### config.mk
export PLATFORM = sky130hd
export DESIGN_NAME = rrs_sat_add
export DESIGN_NICKNAME = d
export VERILOG_FILES = /design/src/rtl/rrs_pkg.sv /design/src/rtl/rrs_sat_add.sv
export SDC_FILE = /design/constraint.sdc
export NUM_CORES = 1
export LEC_CHECK = 0
export BUFFER_PORTS_ARGS = -buffer_cell sky130_fd_sc_hd__buf_2
export CORE_UTILIZATION = 40
export DETAILED_ROUTE_END_ITERATION = 8
export GPL_ROUTABILITY_DRIVEN = 0
export PLACE_DENSITY = 0.75
export SLEW_MARGIN = 25
export SYNTH_ARGS = -nofsm -noshare
export SYNTH_HDL_FRONTEND = slang
export SYNTH_SLANG_ARGS = --single-unit
### constraint.sdc
create_clock -name vclk -period 8.99
set_input_delay 1.3485 -clock vclk [all_inputs]
set_output_delay 1.3485 -clock vclk [all_outputs]
set_load 0.02 [all_outputs]
### src/rtl/rrs_pkg.sv
// Shared types and constants for the round-robin scheduler core.
// Holds the input and result beat structs, command and status codes and
// the configuration register map. No dependencies.
`default_nettype none

package rrs_pkg;

  // Fixed widths of the beat fields
  localparam int TAG_W    = 16;
  localparam int IDX_W    = 6;
  localparam int MASK_W   = 8;
  localparam int SLOT_W   = 3;
  localparam int OTIME_W  = 32;
  localparam int STATUS_W = 3;

  // Configuration port
  localparam int CFG_IDX_W  = 4;
  localparam int CFG_DATA_W = 16;
  localparam int CPU_CNT_W  = 4;
  localparam int SLICE_W    = 16;

  localparam logic [CFG_IDX_W-1:0] CFG_CPU_COUNT    = 4'd0;
  localparam logic [CFG_IDX_W-1:0] CFG_SLICE_LENGTH = 4'd1;

  localparam logic [CPU_CNT_W-1:0] CPU_COUNT_RST    = 4'd1;
  localparam logic [SLICE_W-1:0]   SLICE_LENGTH_RST = 16'd10;

  // Commands
  localparam logic [1:0] CMD_SUBMIT   = 2'd0;
  localparam logic [1:0] CMD_DISPATCH = 2'd1;
  localparam logic [1:0] CMD_END      = 2'd2;
  localparam logic [1:0] CMD_READ     = 2'd3;

  // Result status codes
  localparam logic [STATUS_W-1:0] STS_OK         = 3'd0;
  localparam logic [STATUS_W-1:0] STS_QUEUE_EMPTY = 3'd1;
  localparam logic [STATUS_W-1:0] STS_TABLE_FULL = 3'd2;
  localparam logic [STATUS_W-1:0] STS_BAD_INDEX  = 3'd3;
  localparam logic [STATUS_W-1:0] STS_NO_SLICE   = 3'd4;

  typedef struct packed {
    logic [1:0]        command;
    logic [TAG_W-1:0]  task_tag;
    logic [IDX_W-1:0]  entry_index;
    logic [MASK_W-1:0] finished_mask;
  } in_item_t;

  typedef struct packed {
    logic [TAG_W-1:0]    granted_tag;
    logic [SLOT_W-1:0]   cpu_slot;
    logic [OTIME_W-1:0]  run_time;
    logic [OTIME_W-1:0]  wait_time;
    logic [STATUS_W-1:0] status;
    logic                last;
  } out_item_t;

endpackage

`default_nettype wire

### src/rtl/rrs_sat_add.sv
// Saturating time accumulator shared by run and wait time updates.
// Adds the slice length to a stored time, clamping at all ones.
// Depends on rrs_pkg for the slice width.
`default_nettype none

module rrs_sat_add #(
  parameter int TW = 32
) (
  input  wire logic [TW-1:0]               base_i,
  input  wire logic [rrs_pkg::SLICE_W-1:0] inc_i,
  output logic [TW-1:0]                    sum_o
);

  logic [TW:0] sum;

  assign sum   = {1'b0, base_i} + (TW + 1)'(inc_i);
  assign sum_o = sum[TW] ? '1 : sum[TW-1:0];

endmodule

`default_nettype wire

==> summary.md <==
The highest clock rate was 188 MHz. At the worst endpoint, the required time is 7.64 ns. VDD sags by at most 0.0452 mV. For this block, the initial DRC count from the detailed router was 80. The number of nets handed over by synthesis was 262. After detailed routing, the total wire length is 3580 µm. Setup slack of the critical path after layout: 3.68 ns. The largest net degree at the start of global routing came out at 31.

Global routing finished with a remaining overflow of 0. The signal on the critical path passes through buf_2 > ha_1 > fa_1 > a21o_1 > a221oi_2 > o21a_2 > o31ai_4 > nand3_2 > nand2_1 > mux2_1 > buf_2. Row generation in the floorplan step produced 20 rows.

The pre-antenna-repair detailed-routing pass consisted of 4 iterations. For the number of global-route vias before repair, the log shows 1457. The run finished with clean final reports. The final cell utilization of the core was 56.3%; the wire length per cell after detailed routing was 11.4 µm. The total area inside the core boundary comes to 0.00313 mm². Sequential cells were found to cover 0% of the synthesized design area. For this design the ratio of total power to cell area is 78.4 mW/mm². The adder-cell share of the synthesized area is 16.4%, and the number of clock buffers in the layout is 0. The global-route wire length before repair is 5730 µm.

The smallest clock period supported by the final layout is computed as 5.31 ns. For the combined flip-flop and latch cell area, the log shows 0 µm². Setup violations remaining at the end of the flow were counted as 0. The synthesis-to-layout area growth is 31.1%. In the routed design, unresolved DRC markers number 0.

The repair_antennas step left the layout with diodes totalling 0. The path class of the tightest hold or removal check is primary input to output port. During placement, the flow inserted port buffers numbering 80. The total global routing track utilization was 19.2%. Sequential cells placed in the final layout were counted as 0.

In this run the post-CTS setup repair buffer count came out at 0. After Yosys synthesis, XOR and XNOR cells account for 12.4% of the synthesized area. The logs give 0 for the final hold violation count and 0 for the number of synthesis warnings. In the post-synthesis netlist, the biggest area contributors are ha_1 (15%), nand2_1 (10%), xor2_1 (7.8%), a21oi_1 (7.1%), xnor2_1 (4.6%). Once the clock tree was built, the resizer swapped 0 gates to a different size. The largest single stage delay on the critical path is 0.45 ns.

Synthesis instantiated 48 different standard cells from the library. Among all stages on the critical path, the largest delay is contributed by nand3_2. Counting every instance in the synthesized netlist gives 197. Setup repair after global routing left no endpoint under its margin.

The logs give 80 for the count of boundary I/O pins and 0.00134 mm² for the post-synthesis instance area. The largest family of logic cells by synthesized area is simple AND/OR/NAND/NOR gates. Max-cap violations in this run came to 0. From bottom edge to top edge, the die measures 60.0 µm. The dominant cell type by count on the critical path was buf_2. The die is 60.0 µm wide.

The area share of the largest cell type after synthesis was 14.9%; the number of antenna violations at the first check in global routing was 0. Of all cell types, the one taking the most synthesized area is ha_1. The worst pin sits at a relative slew slack of 60.5%. The slew of the pin with the lowest slew margin is 0.592 ns, and the buffer and inverter count on the worst path is 2. The tools report the HPWL reported at the end of detailed placement as 3000 µm. Data arrives at the worst endpoint at 3.96 ns. The synthesized netlist devotes 29.1% of its cell area to compound gates. The kind of cell with the highest combined delay along the critical path is compound AO/OA/AOI/OAI gates. Initial core utilization: 43.0%. After clock tree synthesis, the flow added hold-fix buffers numbering 0. The final critical path takes up 59.1% of the cycle. The vias after detailed routing was 1678; the average cell area after synthesis was 6.82 µm².

Multiplexer cells account for 3.35% of the synthesized area. The class of the most critical setup path is primary input to output port. Adding up every negative setup slack in the final design gives 0 ns. After detailed routing, the number of vias per cell comes to 5.34.

Summed over all cells, the static leakage comes to 0.912 nW. The run gives 337 as the final net count. In this run the remaining antenna-violating nets after routing total 0. The worst setup path is launched from a primary input. Of all nets on the critical path, the largest fanout is 30.

Before CTS, the worst setup slack after placement is 3.67 ns. The number of pins with negative max-slew slack in the final report was 0. The worst setup path is captured at an output port.

Of the total synthesized cell area, the portion taken by AND, OR, NAND and NOR gates is 34.6%. The area of the die is 0.00360 mm², and the fraction of layout cells with a size suffix above 1 is 35.9%. The overall power consumption was 0.000138 W.
where the power goes:
part	switching [W]	internal, W	total (W)
clock network	0	0	0
registers	0	0	0
logic	0.0000842	0.0000539	0.000138
placed cells by master, fill, tap and decap left out, types with 2 or more instances in the layout:
master    synthesis  layout
a21o_1            5       5
a21oi_1          19      19
a22oi_1           3       3
a31oi_1           4       4
and3_1            6       6
buf_2             3      80
ha_1             16      16
inv_1             5       5
mux2_1            2       2
mux2_2            2       2
nand2_1          37      37
nand2b_1          2       2
nand3_1           9       9
nand4_1           7       7
nor2_1           11      11
nor3_1            5       5
o21ai_0           9       9
or3_1             3       3
xnor2_1           7       7
xor2_1           12      12
final cells by class:
class                           instances  area [µm²]
Timing Repair Buffer                   80         400
Tap cell                               44        55.1
Fill cell                             315        1370
Multi-Input combinational cell        185        1290
Inverter                                5        18.8
routing by layer:
layer	share of wire (%)	vias to the layer above	global-route usage, %
li1	-	875	-
met1	47	745	25.3
met2	47	58	35.6
met3	5.4	0	0.866
met4	0	0	1.33
met5	0	-	0
per-stage QoR:
stage	hold slack [ns]	cell area [µm²]	std cells
3_3_place_gp	3.02	1760	314
2_1_floorplan	2.83	1340	197
6_report	3.02	1760	314
4_1_cts	3.02	1760	314
5_1_grt	3.02	1760	314
3_5_place_dp	3.02	1760	314
path summary, 6_finish.rpt:
path | startpoint | endpoint | slack, ns | cells past startpoint
hold / removal | base_i[20] | sum_o[20] | 3.02 | 3
setup / recovery | base_i[0] | sum_o[30] | 3.68 | 11
synthesized netlist by cell type (6+ instances only):
master and instances:
o21ai_0 9, a21oi_1 19, nand3_1 9, ha_1 16, xnor2_1 7, and3_1 6
nor2_1 11, xor2_1 12, nand2_1 37, nand4_1 7
logic make-up (layout without fill, tap and decap cells):
family / Yosys count / count (layout)
muxes: 4 / 4
xor gates and xnor gates: 19 / 19
and+or+nand+nor: 91 / 91
buffers and inverters: 12 / 85
adders and majority gates: 17 / 17
AOI/OAI and AO/OA: 54 / 54
Power figures use the tool's default switching activity.
