$ cat config.mk
export PLATFORM = sky130hd
export DESIGN_NAME = rrs_mod_unit
export DESIGN_NICKNAME = d
export VERILOG_FILES = /design/src/rtl/rrs_mod_unit.sv
export SDC_FILE = /design/constraint.sdc
export NUM_CORES = 1
export LEC_CHECK = 0
export ABC_AREA = 1
export BUFFER_PORTS_ARGS = -buffer_cell sky130_fd_sc_hd__buf_2
export CAP_MARGIN = 20
export CELL_PAD_IN_SITES_DETAIL_PLACEMENT = 1
export CELL_PAD_IN_SITES_GLOBAL_PLACEMENT = 1
export CORE_MARGIN = 1
export CORE_UTILIZATION = 41
export DETAILED_ROUTE_END_ITERATION = 12
export GPL_ROUTABILITY_DRIVEN = 0
export GPL_TIMING_DRIVEN = 0
export MAX_ROUTING_LAYER = met4
export PLACE_DENSITY_LB_ADDON = 0.1
export SKIP_CTS_REPAIR_TIMING = 1
export SLEW_MARGIN = 20
export SYNTH_ARGS = -nofsm -noshare
export SYNTH_HDL_FRONTEND = slang
export SYNTH_SLANG_ARGS = --single-unit
$ cat constraint.sdc
create_clock -name clk_i -period 2.1 [get_ports clk_i]
set_clock_uncertainty 0.2 [all_clocks]
set_input_delay 0.315 -clock clk_i [delete_from_list [all_inputs] [get_ports clk_i]]
set_output_delay 0.315 -clock clk_i [all_outputs]
set_load 0.03 [all_outputs]
$ cat src/rtl/rrs_mod_unit.sv
// Iterative remainder unit: one restoring step per cycle.
// Used to find the first dispatch position, front mod queue count.
// No package dependencies.
`default_nettype none

module rrs_mod_unit #(
  parameter int DW = 6,
  parameter int RW = 7
) (
  input  wire logic          clk_i,
  input  wire logic          rst_ni,
  input  wire logic          start_i,
  input  wire logic [DW-1:0] dividend_i,
  input  wire logic [RW-1:0] divisor_i,
  output logic               busy_o,
  output logic [RW-1:0]      rem_o
);

  localparam int CNTW = $clog2(DW + 1);

  logic            busy_q, busy_d;
  logic [CNTW-1:0] cnt_q, cnt_d;
  logic [DW-1:0]   dvd_q, dvd_d;
  logic [RW-1:0]   div_q, div_d;
  logic [RW-1:0]   rem_q, rem_d;
  logic [RW:0]     trial;
  logic [RW:0]     diff;

  assign trial = {rem_q, dvd_q[DW-1]};
  assign diff  = trial - {1'b0, div_q};

  always_comb begin
    busy_d = busy_q;
    cnt_d  = cnt_q;
    dvd_d  = dvd_q;
    div_d  = div_q;
    rem_d  = rem_q;
    if (start_i) begin
      busy_d = 1'b1;
      cnt_d  = CNTW'(DW);
      dvd_d  = dividend_i;
      div_d  = divisor_i;
      rem_d  = '0;
    end else if (busy_q) begin
      rem_d = (trial >= {1'b0, div_q}) ? diff[RW-1:0] : trial[RW-1:0];
      dvd_d = dvd_q << 1;
      cnt_d = cnt_q - CNTW'(1);
      if (cnt_q == CNTW'(1)) begin
        busy_d = 1'b0;
      end
    end
  end

  always_ff @(posedge clk_i or negedge rst_ni) begin
    if (!rst_ni) begin
      busy_q <= 1'b0;
      cnt_q  <= '0;
    end else begin
      busy_q <= busy_d;
      cnt_q  <= cnt_d;
    end
  end

  always_ff @(posedge clk_i) begin
    dvd_q <= dvd_d;
    div_q <= div_d;
    rem_q <= rem_d;
  end

  assign busy_o = busy_q;
  assign rem_o  = rem_q;

endmodule

`default_nettype wire

==> metrics.md <==
| Metric | Value |
|---|---|
| Leakage | `between 0.9 and 1 nW` |
| Worst Setup SP | `dvd_q[5]$_DFFE_PP_` |
| Pin count of the biggest net entering global routing | `15` |
| Clk_lat worst skew | `0.32 ns` |
| Status | `completed` |
| Rows | `20` |
| Register area | `631 um^2` |
| Power per Cell Area | `roughly 1200 nW/um^2` |
| H-tree levels | `1` |
| DRC errors left | `0` |
| R2r endpoint | `rem_o[0]$_SDFFE_PP0P_` |
| Min-delay worst type | `input pin to flip-flop` |
| Commonest non-fill, non-tap cell in the layout | `nand2_1` |
| Worst endpoint data arrival time | `between 2 and 2.5 ns` |
| Fin worst setup slack | `~0.085 ns` |
| Port buffer count | `23` |
| Worst slew margin | `about 71%` |
| CP Launch Type | `flip-flop` |
| Worst-path clk slew | `~0.15 ns` |
| Post-Synth XOR/XNOR Area | `roughly 1.3%` |
| R2R Setup Slk | `roughly 0.085 ns` |
| Layout cells sized above 1 | `between 30 and 40%` |
| I/O pin count | `24` |
| Post-synthesis cell area | `between 1000 and 1500 um^2` |
| Detailed Route WL | `roughly 3400 um` |
| Crit path time final | `2.02 ns` |
| Nets | `between 200 and 250` |
| Max-Cap Viols | `0` |
| Syn_nets | `approximately 190` |
| Post-synthesis average cell area | `approximately 8.5 um^2` |
| Total grt overflow | `0` |
| Fillers | `roughly 390` |
| Initial antenna violation count | `0` |
| Area grow syn2layout | `33.9%` |
| Drt wl/cell | `13.9 um` |
| RSZ-0062 raised after global routing | `true` |
| Register area share after synthesis | `46.0%` |
| Final HPWL DP | `between 2000 and 2500 um` |
| Die width | `around 60 um` |
| Post-synth cell types | `26` |
| Post-Synth Adder-Cell Area | `9.67%` |
| DR pass1 iterations | `4` |
| Critical Path RT | `about 2.2 ns` |
| Hold Vio Cnt, Final | `0` |
| Final Cycle Share | `between 90% and 100%` |
| Vias in the first global route | `approximately 1.1k` |
| Mux cell area share after synthesis | `0%` |
| Warnings, synthesis | `0` |
| Crit path to | `rem_o[0]$_SDFFE_PP0P_` |
| Critical Path Fanout Max | `8` |
| Syn Inst Count | `161` |
| Tot Pwr | `about 2.1 mW` |
| CP Capture Type | `flip-flop` |
| Die Y | `59.8 um` |
| Crit path kind | `flip-flop to flip-flop` |
| Area of the multi-input gates | `around 740 um^2` |
| Synth Area in Compound Gates | `~5.4%` |
| Worst slack, placed | `-0.0185 ns` |
| Antenna cells | `0` |
| Simple-gate portion of the synthesized area | `a little under 30%` |
| Hold WS | `around 0.051 ns` |
| Clock Tree Buf Depth | `2` |
| Final ANT Viol Nets | `0` |
| Final setup vio count | `0` |
| Tot GR Track Use | `20.3%` |
| Initial Utilization | `~44%` |
| Vias | `1,167` |
| Via-per-instance ratio | `4.76` |
| Final Max Slew Viols | `0` |
| Worst reg-to-reg path cell count | `13` |
| Die Footprint | `3580 um^2` |
| Launching point of the worst reg2reg path | `dvd_q[5]$_DFFE_PP_` |
| Worst hold start | `dividend_i[5]` |
| Largest family of logic cells by synthesized area | `simple AND/OR/NAND/NOR gates` |
| Flops & latches, synth | `24` |
| First-pass GRT wire length | `5160 um` |
| Most frequent cells in the layout | `nand2_1, inv_1, buf_2, edfxtp_1, nand3_1` |
| Peak VDD IR | `0.457 mV` |
| Slew @ Worst Pin | `0.429 ns` |
| Num Clock Sinks | `24` |
| CTS Buf Count | `3` |
| Post-layout util | `~59%` |
| Starting DRT DRC Count | `38` |
| CTS Root Cell | `clkbuf_4` |
| Total core area | `approximately 3100 um^2` |
| Achievable Freq | `496 MHz` |
| CTS tree | `built` |
where the power goes:
group / internal (mW) / switching, mW
clock: 0.193 / 0.148
combinational: 0.438 / 0.700
sequential: 0.578 / 0.0702
worst min-delay path by stage:
| stage | to | slack [ns] | depth (start not counted) |
|---|---|---|---|
| finish | dvd_q[5]$_DFFE_PP_ | 0.05 | 3 |
| CTS | cnt_q[1]$_DFFE_PN0P_ | -0.43 | 1 |
| floorplan | busy_o$_DFF_PN0_ | -0.18 | 0 |
| global route | dvd_q[4]$_DFFE_PP_ | 0.03 | 3 |
| global placement | cnt_q[1]$_DFFE_PN0P_ | -0.08 | 1 |
| detailed placement | cnt_q[1]$_DFFE_PN0P_ | -0.07 | 1 |
cells in the mapped netlist:
| library cell | n | area, um^2 |
|---|---|---|
| a21oi_1 | 4 | 20.0 |
| a21oi_4 | 1 | 16.3 |
| a22oi_1 | 1 | 7.51 |
| buf_2 | 1 | 5.00 |
| dfrtp_1 | 4 | 100 |
| dfxtp_1 | 7 | 140 |
| edfxtp_1 | 13 | 390 |
| fa_1 | 1 | 20.0 |
| ha_1 | 9 | 113 |
| inv_1 | 30 | 113 |
| nand2_1 | 50 | 188 |
| nand2_2 | 2 | 12.5 |
| nand2_4 | 2 | 22.5 |
| nand3_1 | 17 | 85.1 |
| nand3b_1 | 2 | 15.0 |
| nand4_1 | 2 | 12.5 |
| nor2_1 | 2 | 7.51 |
| nor2_4 | 1 | 11.3 |
| nor2_8 | 1 | 20.0 |
| nor3_2 | 1 | 10.0 |
| o21ai_0 | 1 | 5.00 |
| o21ai_1 | 5 | 25.0 |
| or2_1 | 1 | 6.26 |
| or2_4 | 1 | 8.76 |
| xnor2_1 | 1 | 8.76 |
| xor2_1 | 1 | 8.76 |
cell type report:
type                    count  area share [%]
flip-flops and latches     24            34.4
repair buffers             36            12.9
multi-input cells         106            40.4
inverters                  30            6.27
clock buffers               3            1.23
plain buffers               1           0.273
clock inverters             1            1.64
well taps                  44            3.00
flip-flops by register name, indices dropped and copies added, names as in the netlist:
register,flops
rem_o,7
dvd_q,6
cnt_q,3
busy_o,1
div_q,7
critical path, cell delays in order, from the launching register on:
cell and delay, ns:
edfxtp_1 0.41, inv_2 0.09, ha_4 0.13, inv_4 0.03, fa_2 0.36, nand2_2 0.07, nand2_2 0.07, nand2_2 0.10
nand2_4 0.07, nand2_8 0.11, nand2_8 0.08, nand2_1 0.09, nand3_1 0.07, o21ai_1 0.07
routing by layer:
| metal | share of wire (%) | track usage, % | up-vias |
|---|---|---|---|
| li1 | - | - | 593 |
| met1 | 43 | 23.7 | 558 |
| met2 | 55 | 35.4 | 14 |
| met3 | 1.6 | 3.03 | 2 |
| met4 | 0.44 | 6.98 | 0 |
| met5 | 0 | - | - |
metrics by stage:
step | setup TNS [ns] | cells | cell area (um^2)
after floorplan | 0 | 161 | 1370
after global placement | 0 | 228 | 1540
after detailed placement | -0.0329 | 228 | 1540
after CTS | -0.241 | 232 | 1590
after global routing | -0.223 | 245 | 1840
final | 0 | 245 | 1840
cells by family after synthesis:
| kind of cell | after synthesis |
|---|---|
| DFF | 24 |
| and+or+nand+nor | 82 |
| buffers and inverters | 31 |
| xor gates and xnor gates | 2 |
| adders and majority gates | 10 |
| AOI/OAI and AO/OA | 12 |
No activity file was read; power rests on OpenSTA's default activity.
